<file path="config.mk">
export PLATFORM = sky130hd
export DESIGN_NAME = earliest_free_server_dispatch
export DESIGN_NICKNAME = d
export VERILOG_FILES = /design/src/rtl/efsd_pkg.sv /design/src/rtl/efsd_free_mem.sv /design/src/rtl/efsd_engine.sv /design/src/rtl/earliest_free_server_dispatch.sv
export SDC_FILE = /design/constraint.sdc
export NUM_CORES = 2
export LEC_CHECK = 0
export BUFFER_PORTS_ARGS = -buffer_cell sky130_fd_sc_hd__buf_2
export CELL_PAD_IN_SITES_DETAIL_PLACEMENT = 1
export CELL_PAD_IN_SITES_GLOBAL_PLACEMENT = 2
export CORE_MARGIN = 2
export CORE_UTILIZATION = 47
export CTS_CLUSTER_DIAMETER = 80
export CTS_CLUSTER_SIZE = 28
export DETAILED_ROUTE_END_ITERATION = 7
export PLACE_DENSITY_LB_ADDON = 0.1
export SETUP_SLACK_MARGIN = 0.02
export SYNTH_ARGS = -nofsm -noshare
export SYNTH_HDL_FRONTEND = slang
export SYNTH_SLANG_ARGS = --single-unit
</file>
<file path="constraint.sdc">
create_clock -name clk -period 15.8 [get_ports clk]
set_input_delay 0.79 -clock clk [delete_from_list [all_inputs] [get_ports clk]]
set_output_delay 0.79 -clock clk [all_outputs]
set_load 0.05 [all_outputs]
</file>
<file path="src/rtl/efsd_pkg.sv">
// Shared types and constants for the earliest-free-server dispatch block.
`default_nettype none
package efsd_pkg;

  localparam int MAX_WINDOWS = 16;
  localparam int WIN_IDX_W   = $clog2(MAX_WINDOWS);
  localparam int WIN_CNT_W   = 5;
  localparam int SEC_W       = 17;
  localparam int MIN_W       = 10;
  localparam int TIME_W      = 32;
  localparam int TOTAL_W     = 48;
  localparam int COUNT_W     = 32;
  localparam int SVC_SEC_W   = 16;
  localparam int CFG_IDX_W   = 3;
  localparam int CFG_DATA_W  = 17;

  localparam logic [5:0]           SEC_PER_MIN       = 6'd60;
  localparam logic [WIN_CNT_W-1:0] RST_WINDOW_COUNT  = 5'd1;
  localparam logic [SEC_W-1:0]     RST_OPEN_TIME     = 17'd28800;
  localparam logic [SEC_W-1:0]     RST_LAST_ARRIVAL  = 17'd61200;
  localparam logic [MIN_W-1:0]     RST_MAX_SVC_MIN   = 10'd60;

  localparam logic [CFG_IDX_W-1:0] REG_WINDOW_COUNT  = 3'd0;
  localparam logic [CFG_IDX_W-1:0] REG_OPEN_TIME     = 3'd1;
  localparam logic [CFG_IDX_W-1:0] REG_LAST_ARRIVAL  = 3'd2;
  localparam logic [CFG_IDX_W-1:0] REG_MAX_SVC_MIN   = 3'd3;

  typedef struct packed {
    logic [SEC_W-1:0] arrival_seconds;
    logic [MIN_W-1:0] service_minutes;
  } cust_t;

  typedef struct packed {
    logic               served;
    logic [3:0]         window_chosen;
    logic [TIME_W-1:0]  wait_seconds;
    logic [TOTAL_W-1:0] total_wait_seconds;
    logic [COUNT_W-1:0] served_count;
  } disp_t;

  typedef struct packed {
    logic [WIN_CNT_W-1:0] window_count;
    logic [SEC_W-1:0]     open_time;
    logic [SEC_W-1:0]     last_arrival;
    logic [MIN_W-1:0]     max_service_minutes;
  } cfg_t;

  typedef struct packed {
    logic [WIN_IDX_W-1:0] rd_addr;
    logic                 wr_en;
    logic [WIN_IDX_W-1:0] wr_addr;
    logic [TIME_W-1:0]    wr_data;
    logic                 reload;
  } mem_cmd_t;

  typedef enum logic [1:0] {
    ST_IDLE,
    ST_SCAN,
    ST_CALC,
    ST_DONE
  } state_t;

endpackage
`default_nettype wire

</file>
<file path="src/rtl/efsd_free_mem.sv">
// Window free-time memory with per-entry valid bits; invalid entries read as open time.
`default_nettype none
module efsd_free_mem (
  input  wire logic                             clk,
  input  wire logic                             rst,
  input  wire efsd_pkg::mem_cmd_t               cmd,
  input  wire logic [efsd_pkg::SEC_W-1:0]       open_time,
  output logic      [efsd_pkg::TIME_W-1:0]      rd_time
);

  logic [efsd_pkg::TIME_W-1:0]    mem [efsd_pkg::MAX_WINDOWS];
  logic [efsd_pkg::MAX_WINDOWS-1:0] entry_valid;
  logic [efsd_pkg::TIME_W-1:0]    rd_raw;
  logic                           rd_valid;

  always_ff @(posedge clk) begin
    if (cmd.wr_en) begin
      mem[cmd.wr_addr] <= cmd.wr_data;
    end
    rd_raw <= mem[cmd.rd_addr];
  end

  always_ff @(posedge clk) begin
    if (rst || cmd.reload) begin
      entry_valid <= '0;
      rd_valid    <= 1'b0;
    end else begin
      if (cmd.wr_en) begin
        entry_valid[cmd.wr_addr] <= 1'b1;
      end
      rd_valid <= entry_valid[cmd.rd_addr];
    end
  end

  assign rd_time = rd_valid ? rd_raw
                 : {{(efsd_pkg::TIME_W-efsd_pkg::SEC_W){1'b0}}, open_time};

endmodule
`default_nettype wire

</file>
<file path="src/rtl/efsd_engine.sv">
// Dispatch sequencer: scans free times, assigns a window, keeps totals, holds the result.
`default_nettype none
module efsd_engine (
  input  wire logic                        clk,
  input  wire logic                        rst,
  input  wire efsd_pkg::cfg_t              cfg,
  input  wire logic                        cust_valid,
  output logic                             cust_stall,
  input  wire efsd_pkg::cust_t             cust,
  output logic                             disp_valid,
  input  wire logic                        disp_stall,
  output efsd_pkg::disp_t                  disp,
  output efsd_pkg::mem_cmd_t               mem_cmd,
  input  wire logic [efsd_pkg::TIME_W-1:0] rd_time
);

  efsd_pkg::state_t state, state_next;

  logic [efsd_pkg::SEC_W-1:0]     arrival;
  logic [efsd_pkg::MIN_W-1:0]     minutes;
  logic [efsd_pkg::WIN_IDX_W-1:0] scan_idx;
  logic [efsd_pkg::WIN_IDX_W-1:0] last_idx;
  logic [efsd_pkg::WIN_IDX_W-1:0] best_idx;
  logic [efsd_pkg::TIME_W-1:0]    best_time;
  logic [efsd_pkg::TOTAL_W-1:0]   wait_total;
  logic [efsd_pkg::COUNT_W-1:0]   customer_total;
  efsd_pkg::disp_t                res;

  logic                           accept;
  logic                           late;
  logic                           slot_free;
  logic [efsd_pkg::MIN_W-1:0]     min_clamped;
  logic [efsd_pkg::TIME_W-1:0]    arrival_ext;
  logic [efsd_pkg::TIME_W-1:0]    start;
  logic [efsd_pkg::TIME_W-1:0]    wait_sec;
  logic [efsd_pkg::SVC_SEC_W-1:0] svc_sec;
  logic [efsd_pkg::TIME_W:0]      finish_sum;
  logic [efsd_pkg::TIME_W-1:0]    finish;
  logic [efsd_pkg::TOTAL_W:0]     total_sum;
  logic [efsd_pkg::TOTAL_W-1:0]   total_sat;
  logic [efsd_pkg::COUNT_W-1:0]   count_inc;
  logic [efsd_pkg::WIN_IDX_W-1:0] last_idx_cfg;

  assign accept    = cust_valid && !cust_stall;
  assign late      = cust.arrival_seconds > cfg.last_arrival;
  assign slot_free = !disp_valid || !disp_stall;

  assign min_clamped = (cust.service_minutes > cfg.max_service_minutes)
                       ? cfg.max_service_minutes : cust.service_minutes;

  always_comb begin
    if (cfg.window_count == '0) begin
      last_idx_cfg = '0;
    end else if (cfg.window_count > efsd_pkg::WIN_CNT_W'(efsd_pkg::MAX_WINDOWS)) begin
      last_idx_cfg = efsd_pkg::WIN_IDX_W'(efsd_pkg::MAX_WINDOWS - 1);
    end else begin
      last_idx_cfg = efsd_pkg::WIN_IDX_W'(cfg.window_count - 5'd1);
    end
  end

  assign arrival_ext = {{(efsd_pkg::TIME_W-efsd_pkg::SEC_W){1'b0}}, arrival};
  assign start       = (best_time > arrival_ext) ? best_time : arrival_ext;
  assign wait_sec    = (best_time > arrival_ext) ? (best_time - arrival_ext) : '0;
  assign svc_sec     = efsd_pkg::SVC_SEC_W'(minutes * efsd_pkg::SEC_PER_MIN);
  assign finish_sum  = {1'b0, start}
                     + {{(efsd_pkg::TIME_W+1-efsd_pkg::SVC_SEC_W){1'b0}}, svc_sec};
  assign finish      = finish_sum[efsd_pkg::TIME_W] ? '1
                     : finish_sum[efsd_pkg::TIME_W-1:0];
  assign total_sum   = {1'b0, wait_total}
                     + {{(efsd_pkg::TOTAL_W+1-efsd_pkg::TIME_W){1'b0}}, wait_sec};
  assign total_sat   = total_sum[efsd_pkg::TOTAL_W] ? '1
                     : total_sum[efsd_pkg::TOTAL_W-1:0];
  assign count_inc   = (customer_total == '1) ? customer_total
                     : customer_total + 1'b1;

  always_ff @(posedge clk) begin
    if (rst) begin
      state <= efsd_pkg::ST_IDLE;
    end else begin
      state <= state_next;
    end
  end

  always_comb begin
    state_next      = state;
    cust_stall      = 1'b1;
    mem_cmd.rd_addr = scan_idx + 1'b1;
    mem_cmd.wr_en   = 1'b0;
    mem_cmd.wr_addr = best_idx;
    mem_cmd.wr_data = finish;
    mem_cmd.reload  = 1'b0;
    unique case (state)
      efsd_pkg::ST_IDLE: begin
        cust_stall      = rst;
        mem_cmd.rd_addr = '0;
        if (cust_valid) begin
          state_next = late ? efsd_pkg::ST_DONE : efsd_pkg::ST_SCAN;
        end
      end
      efsd_pkg::ST_SCAN: begin
        if (scan_idx == last_idx) begin
          state_next = efsd_pkg::ST_CALC;
        end
      end
      efsd_pkg::ST_CALC: begin
        mem_cmd.wr_en = 1'b1;
        state_next    = efsd_pkg::ST_DONE;
      end
      efsd_pkg::ST_DONE: begin
        if (slot_free) begin
          state_next = efsd_pkg::ST_IDLE;
        end
      end
      default: state_next = efsd_pkg::ST_IDLE;
    endcase
  end

  always_ff @(posedge clk) begin
    if (accept) begin
      arrival  <= cust.arrival_seconds;
      minutes  <= min_clamped;
      last_idx <= last_idx_cfg;
      scan_idx <= '0;
      res      <= '{served: 1'b0, window_chosen: '0, wait_seconds: '0,
                    total_wait_seconds: wait_total, served_count: customer_total};
    end
    if (state == efsd_pkg::ST_SCAN) begin
      scan_idx <= scan_idx + 1'b1;
      if (scan_idx == '0 || rd_time < best_time) begin
        best_time <= rd_time;
        best_idx  <= scan_idx;
      end
    end
    if (state == efsd_pkg::ST_CALC) begin
      res <= '{served: 1'b1, window_chosen: 4'(best_idx), wait_seconds: wait_sec,
               total_wait_seconds: total_sat, served_count: count_inc};
    end
    if (state == efsd_pkg::ST_DONE && slot_free) begin
      disp <= res;
    end
  end

  always_ff @(posedge clk) begin
    if (rst) begin
      wait_total     <= '0;
      customer_total <= '0;
      disp_valid     <= 1'b0;
    end else begin
      if (state == efsd_pkg::ST_CALC) begin
        wait_total     <= total_sat;
        customer_total <= count_inc;
      end
      if (state == efsd_pkg::ST_DONE && slot_free) begin
        disp_valid <= 1'b1;
      end else if (!disp_stall) begin
        disp_valid <= 1'b0;
      end
    end
  end

endmodule
`default_nettype wire

</file>
<file path="src/rtl/earliest_free_server_dispatch.sv">
// Top level: configuration registers, free-time memory and dispatch sequencer.
//
//   channel  direction  handshake             payload
//   cust     in         cust_valid/cust_stall cust (arrival_seconds, service_minutes)
//   disp     out        disp_valid/disp_stall disp (served .. served_count)
//   cfg      in         cfg_valid/cfg_ready   cfg_index, cfg_data
//
// A served customer is accepted in idle, reads the free-time memory once per window in
// use, writes its finish time in the calc state and is handed off in the done state; no
// customer is taken until idle again; a late one goes straight to done. Reset clears
// totals and valid bits; no clearing pass is needed. Both inputs stall during reset.
// A stalled result waits in the output register while the next customer is accepted
// and scanned; the next hand-off holds until that register is free.
`default_nettype none
module earliest_free_server_dispatch (
  input  wire logic                                clk,
  input  wire logic                                rst,
  input  wire logic                                cust_valid,
  output logic                                     cust_stall,
  input  wire efsd_pkg::cust_t                     cust,
  output logic                                     disp_valid,
  input  wire logic                                disp_stall,
  output efsd_pkg::disp_t                          disp,
  input  wire logic                                cfg_valid,
  output logic                                     cfg_ready,
  input  wire logic [efsd_pkg::CFG_IDX_W-1:0]      cfg_index,
  input  wire logic [efsd_pkg::CFG_DATA_W-1:0]     cfg_data
);

  efsd_pkg::cfg_t     cfg;
  efsd_pkg::mem_cmd_t eng_cmd;
  efsd_pkg::mem_cmd_t mem_cmd;
  logic [efsd_pkg::TIME_W-1:0] rd_time;
  logic cfg_wr;

  assign cfg_ready = !rst;
  assign cfg_wr    = cfg_valid && cfg_ready;

  always_ff @(posedge clk) begin
    if (rst) begin
      cfg.window_count        <= efsd_pkg::RST_WINDOW_COUNT;
      cfg.open_time           <= efsd_pkg::RST_OPEN_TIME;
      cfg.last_arrival        <= efsd_pkg::RST_LAST_ARRIVAL;
      cfg.max_service_minutes <= efsd_pkg::RST_MAX_SVC_MIN;
    end else if (cfg_wr) begin
      unique case (cfg_index)
        efsd_pkg::REG_WINDOW_COUNT: cfg.window_count <= cfg_data[efsd_pkg::WIN_CNT_W-1:0];
        efsd_pkg::REG_OPEN_TIME:    cfg.open_time    <= cfg_data[efsd_pkg::SEC_W-1:0];
        efsd_pkg::REG_LAST_ARRIVAL: cfg.last_arrival <= cfg_data[efsd_pkg::SEC_W-1:0];
        efsd_pkg::REG_MAX_SVC_MIN:  cfg.max_service_minutes <= cfg_data[efsd_pkg::MIN_W-1:0];
        default: ;
      endcase
    end
  end

  always_comb begin
    mem_cmd        = eng_cmd;
    mem_cmd.reload = cfg_wr && (cfg_index == efsd_pkg::REG_OPEN_TIME);
  end

  efsd_engine u_engine (
    .clk        (clk),
    .rst        (rst),
    .cfg        (cfg),
    .cust_valid (cust_valid),
    .cust_stall (cust_stall),
    .cust       (cust),
    .disp_valid (disp_valid),
    .disp_stall (disp_stall),
    .disp       (disp),
    .mem_cmd    (eng_cmd),
    .rd_time    (rd_time)
  );

  efsd_free_mem u_free_mem (
    .clk       (clk),
    .rst       (rst),
    .cmd       (mem_cmd),
    .open_time (cfg.open_time),
    .rd_time   (rd_time)
  );

endmodule
`default_nettype wire
</file>
### Word level (Yosys, flattened, before mapping)

Memory sizes are Yosys's and may differ from the RTL's. A register that Yosys moved wholly into a read port is not among the register bits.
Cells that the tools add are included.
Widths: inputs -> output; s select.

| storage, ports and cells | value |
|---|---|
| memories kept | 1 |
| output and inout bits | 120 |
| bits in writable memories | 512 |
| input bits | 52 |
| logic and storage cells | 107 |
| flip-flop bits (word level) | 454 |

Memory list:

| memory | depth | width | rd ports | clocked after Yosys merged registers in | wr ports | RTL line | source |
|---|---|---|---|---|---|---|---|
| u_free_mem.mem | 16 | 32 | 1 | 1 | 1 | efsd_free_mem.sv:11 | `logic [efsd_pkg::TIME_W-1:0] mem [efsd_pkg::MAX_WINDOWS];` |

| cells by class | value |
|---|---|
| $lt $le $gt $ge | 8 |
| eq/ne operators | 12 |
| mux-type cells | 28 |
| $add $sub $neg | 6 |
| reductions and logical operators | 24 |
| multipliers | 1 |
| bitwise gates (word level) | 1 |

Operator list:

| kind | count |
|---|---|
| $mux 116 | 2 |
| $mux 32 | 5 |
| $add 48x32->49 | 1 |
| $mux 48 | 1 |
| $add 32x16->33 | 1 |
| $add 32x1->32 const B | 1 |
| $eq 32x32->1 const B | 1 |
| $gt 32x17->1 | 1 |
| $lt 32x32->1 | 1 |
| $sub 32x17->32 | 1 |
| $gt 17x17->1 | 1 |
| $mux 4 | 4 |
| $or 16x16->16 | 1 |
| $mul 10x4->14 const B | 1 |
| $gt 10x10->1 | 1 |
| $lt 4x5->1 const B | 2 |
| $mux 10 | 1 |
| $reduce_and 2->1 | 5 |
| $mux 1 | 8 |
| $mux 2 | 4 |
| $pmux 2 s4 | 1 |
| $eq 3x2->1 const B | 2 |
| $ne 2x1->1 const B | 3 |
| $gt 5x5->1 const B | 1 |
| other kinds (19) | 30 |

### Depth between registers and ports, before layout

| depth | value |
|---|---|
| word-level depth | 6 |
| gate-level depth with buffers | 25 |
| depth with buffers taken out | 22 |

### Cells and area by module

Synthesis repeated with hierarchy kept, for this count alone.

| unflattened totals | value |
|---|---|
| cell total of the unflattened synthesis | 2971 |
| area, all modules | 43234.0 um^2 |

Modules (own cells, without submodules):

| module | seq. area each (um^2) | area each (um^2) | cells an instance | instances |
|---|---|---|---|---|
| efsd_free_mem | 16355.7 | 20779.9 | 926 | 1 |
| efsd_engine | 10810.4 | 20494.7 | 1815 | 1 |
| earliest_free_server_dispatch | 980.9 | 1959.4 | 230 | 1 |

### Least setup slack after synthesis

OpenSTA, ideal clock, no wires.

| timing path | value |
|---|---|
| kind | input -> register |
| from | in disp_stall |
| to | reg u_engine.disp[0] (netlist name) |
| setup time | 770 ps |
| cell stages on the path | 1 |
| buffers on the path | 0 |
| arrival time | 9255 ps |
| path slack | 5775 ps |
| required time | 15030 ps |
| cell sequence | a21boi_0 |

| on the way | value |
|---|---|
| longest elaborated chain between the ends | 3 |

Ends and longest elaborated chain:

| what | RTL line | source |
|---|---|---|
| from (decl) | earliest_free_server_dispatch.sv:22 | `input wire logic disp_stall,` |
| $logic_not 1->1 | efsd_engine.sv:46 | `assign slot_free = !disp_valid \|\| !disp_stall;` |
| $logic_or 1x1->1 | efsd_engine.sv:46 |  |
| $logic_and 1x1->1 | efsd_engine.sv:138 | `if (state == efsd_pkg::ST_DONE && slot_free) begin` |

No other way between the ends.
A chain may end at the register's enable or synchronous reset.

==> qor.csv <==
stage,metric,value,unit
synth,sequential area share after synthesis,64.6,%
place,cell count after placement,4608,
floorplan,Die Span X,308,um
sta,Worst Clk Skew,0.0423,ns
synth,Area contributors post-synth,"edfxtp_1, dfxtp_1, ha_1",
synth,"EDFF count, synth",816,
synth,Post-Synthesis Cell Area,0.0436,sq mm
setup_path,CP top delay family,simple AND/OR/NAND/NOR gates,
synth,top-area cell type share of the netlist area,56.3,%
sta,worst slew pin tran,1.28,ns
synth,ys async rst share,0,%
clock_tree,Clock H-tree levels,2,
floorplan,Initial Util,47.4,%
synth,yosys warns,0,
sta,crit path time final,7.59,ns
status,status,finished clean,
clock_tree,clock latency on the worst-skew pair,0.67,ns
detailed_routing,wire per inst,25.1,um
setup_path,Crit path required time,16.13,ns
clock_tree,TritonCTS Buffers,49,
sta,RSZ-0062 raised after global routing,no,
cells_and_area,nets,3635,
detailed_routing,TritonRoute pass-1 iters,7,
cells_and_area,Layout Cells excl Fill,4700,
detailed_routing,final wirelength,118000,um
global_route,antenna violations before repair,2,
detailed_routing,via count,27200,
cells_and_area,"commonest non-fill, non-tap cell in the layout",edfxtp_1,
power,VDD IR-drop max,0.149,mV
setup_path,"Largest stage delay, worst path",0.85,ns
synth,syn_nets,3522,
place,"Cell Area, Placed",0.0459,sq mm
power,leakage,17.0,nW
clock_tree,CTS Hold Bufs,0,
cells_and_area,most frequent cells in the layout,"edfxtp_1, nand2_1, dfxtp_1",
clock_tree,CTS tree,yes,
cells_and_area,final instance area,0.0476,sq mm
cells_and_area,area grow syn2layout,9.21,%
floorplan,core box area,0.0918,sq mm
setup_path,critical path peak fanout,60,
synth,Synth area leader,edfxtp_1,
place,detailed placement HPWL,76900,um
global_route,first-pass GRT wire length,178000,um
sta,max-slew violations,0,
synth,"Distinct cells, synth",73,
synth,number of synthesized register bits,998,
sta,Setup-failing EPs final,0,
detailed_routing,DR vias/cell,5.80,
place,Placer Congestion,0.855,
clock_tree,Post-CTS Resized,0,
hold_path,Hold WC Path Type,input port to flop,
sta,setup total negative slack,0,ns
clock_tree,Clock Tree Buf Depth,3,
job,MaxCap Viol Count,0,
clock_tree,Sink Count,998,
sta,max_slew headroom,14.4,%
global_route,GRT Total Usage,24.8,%
setup_path,Worst EP arrival,7.92,ns
setup_path,CP startpoint kind,flop,
global_route,largest net degree at the start of global routing,137,
setup_path,slowest cell on the critical path,nand2b_2,
floorplan,num rows,111,
setup_path,critical path type,flop to flop,
synth,syn avg cell area,13.2,sq um
floorplan,DIE AREA,0.0951,sq mm
synth,Post-Syn Instances,3304,
global_route,vias in the first global route,28200,
clock_tree,"Reg clk slew, reported paths",0.11,ns
detailed_routing,Detailed Route Iter0 Violations,1860,
cells_and_area,layout cells sized above 1,11.8,%
synth,Synth Flop Type,edfxtp_1,
clock_tree,CTS Root Buffer Type,clkbuf_16,
sta,final hold vios,0,
clock_tree,Post-CTS Setup Bufs,0,
sta,final hold slack,0.362,ns
power,total chip power,0.0100,W
global_route,Congestion Overflow GR,0,
floorplan,die extent in y,308,um
detailed_routing,Post-DRT Antenna Nets,0,
setup_path,Buf/Inv on CP,1,
setup_path,CP cell instances,ha_1 > nand3_1 > or3_1 > or4_4 > nor4_1 > a2bb2o_2 > buf_4 > o21ai_0 > ha_1 > nor2b_1 > o21a_1 > o21ai_0 > a211oi_1 > o2111ai_1 > nand2b_2 > and3_1 > a21oi_1,
sta,Final Cycle Share,48.1,%
place,Port Buffers,171,
setup_path,CP endpoint kind,flop,
detailed_routing,drc violations,0,
power,Power Density,211,mW/mm^2
sta,Fmax,132,MHz
floorplan,I/O Pins,172,
[cell type report]
class	count	area [sq um]
Antenna cell	1	2.50
Clock buffer	66	1340
Clock inverter	24	318
Fill cell	9174	44200
Inverter	125	469
Multi-Input combinational cell	2025	14500
Sequential cell	998	28100
Tap cell	1243	1560
Timing Repair Buffer	218	1230
[final timing paths]
kind | from | endpoint | slack, ns | cells past startpoint
max | u_engine.best_time[16] | u_free_mem.mem[1][17] | 8.21 | 17
min | cfg_data[14] | cfg[24] | 0.36 | 3
max reg2reg | u_engine.best_time[16] | u_free_mem.mem[1][17] | 8.21 | 17
min reg2reg | u_engine.res[9] | u_engine.disp[9] | 0.41 | 0
[worst min-delay path, delay by kind of cell]
| family | cells | cell delay (ns) |
|---|---|---|
| AOI/OAI and AO/OA | 1 | 0.08 |
| buffers and inverters | 1 | 0.09 |
| and+or+nand+nor | 1 | 0.05 |
[power by group]
part           switching [W]  internal [W]
combinational        0.00292       0.00129
clock               0.000886      0.000656
sequential          0.000215       0.00406
[cell families (layout without fill, tap and decap cells)]
group                      after synthesis  count (layout)  share of synthesized area (%)
AOI/OAI and AO/OA                      631             631                           9.55
xor gates and xnor gates               110             110                           2.21
adders and majority gates              167             167                           5.14
buffers and inverters                  281             433                           2.46
DFF                                    998             998                           64.6
muxes                                  212             212                           5.98
other                                    0               1                              0
and+or+nand+nor                        905             905                           10.0
[synth_stat cells, types with 13 or more instances]
cell and n:
nand4_1 45, mux2_2 31, a31oi_1 43, o211ai_1 23, nand3_1 58, mux4_2 34, clkbuf_1 130, o21ai_1 18
nor3_1 36, nand2_1 321, and3_1 26, xor2_1 46, a311oi_1 38, a21o_1 34, and2_1 162, a211oi_1 114
mux2i_1 139, o21ai_0 59, ha_1 146, nor2_1 170, fa_1 20, nor2b_1 28, dfxtp_1 182, buf_1 13
o21a_1 38, a21oi_1 179, xnor2_1 64, inv_1 124, edfxtp_1 816
[metrics by stage]
stage | util, % | setup slack, ns
2_1_floorplan | - | 5.78
3_3_place_gp | 50.0 | 8.61
3_5_place_dp | 50.0 | 8.28
4_1_cts | 51.8 | 8.26
5_1_grt | 51.8 | 7.67
6_report | 51.8 | 8.21
[state kept, by name, summed over array words and instances (netlist names)]
register and cells:
u_engine.best_time 32, u_engine.customer_total 32, u_engine.scan_idx 4, u_engine.arrival 17, u_engine.disp_valid 1, u_free_mem.rd_raw 32, cfg 49, u_engine.best_idx 4
u_engine.minutes 10, u_free_mem.rd_valid 1, u_engine.state 2, u_free_mem.entry_valid 16, u_engine.res 117, u_engine.disp 117, u_engine.wait_total 48, u_engine.last_idx 4
u_free_mem.mem 512
[metal layers]
metal  vias to the layer above  global-route usage, %  wire length [um]
met1                     14000                   32.3             50800
li1                      12500                      -                 -
met2                       542                   43.3             59200
met3                       179                   2.60              4130
met5                         -                      0                13
met4                         2                   7.90              3670
No activity file was read; power rests on OpenSTA's default activity.
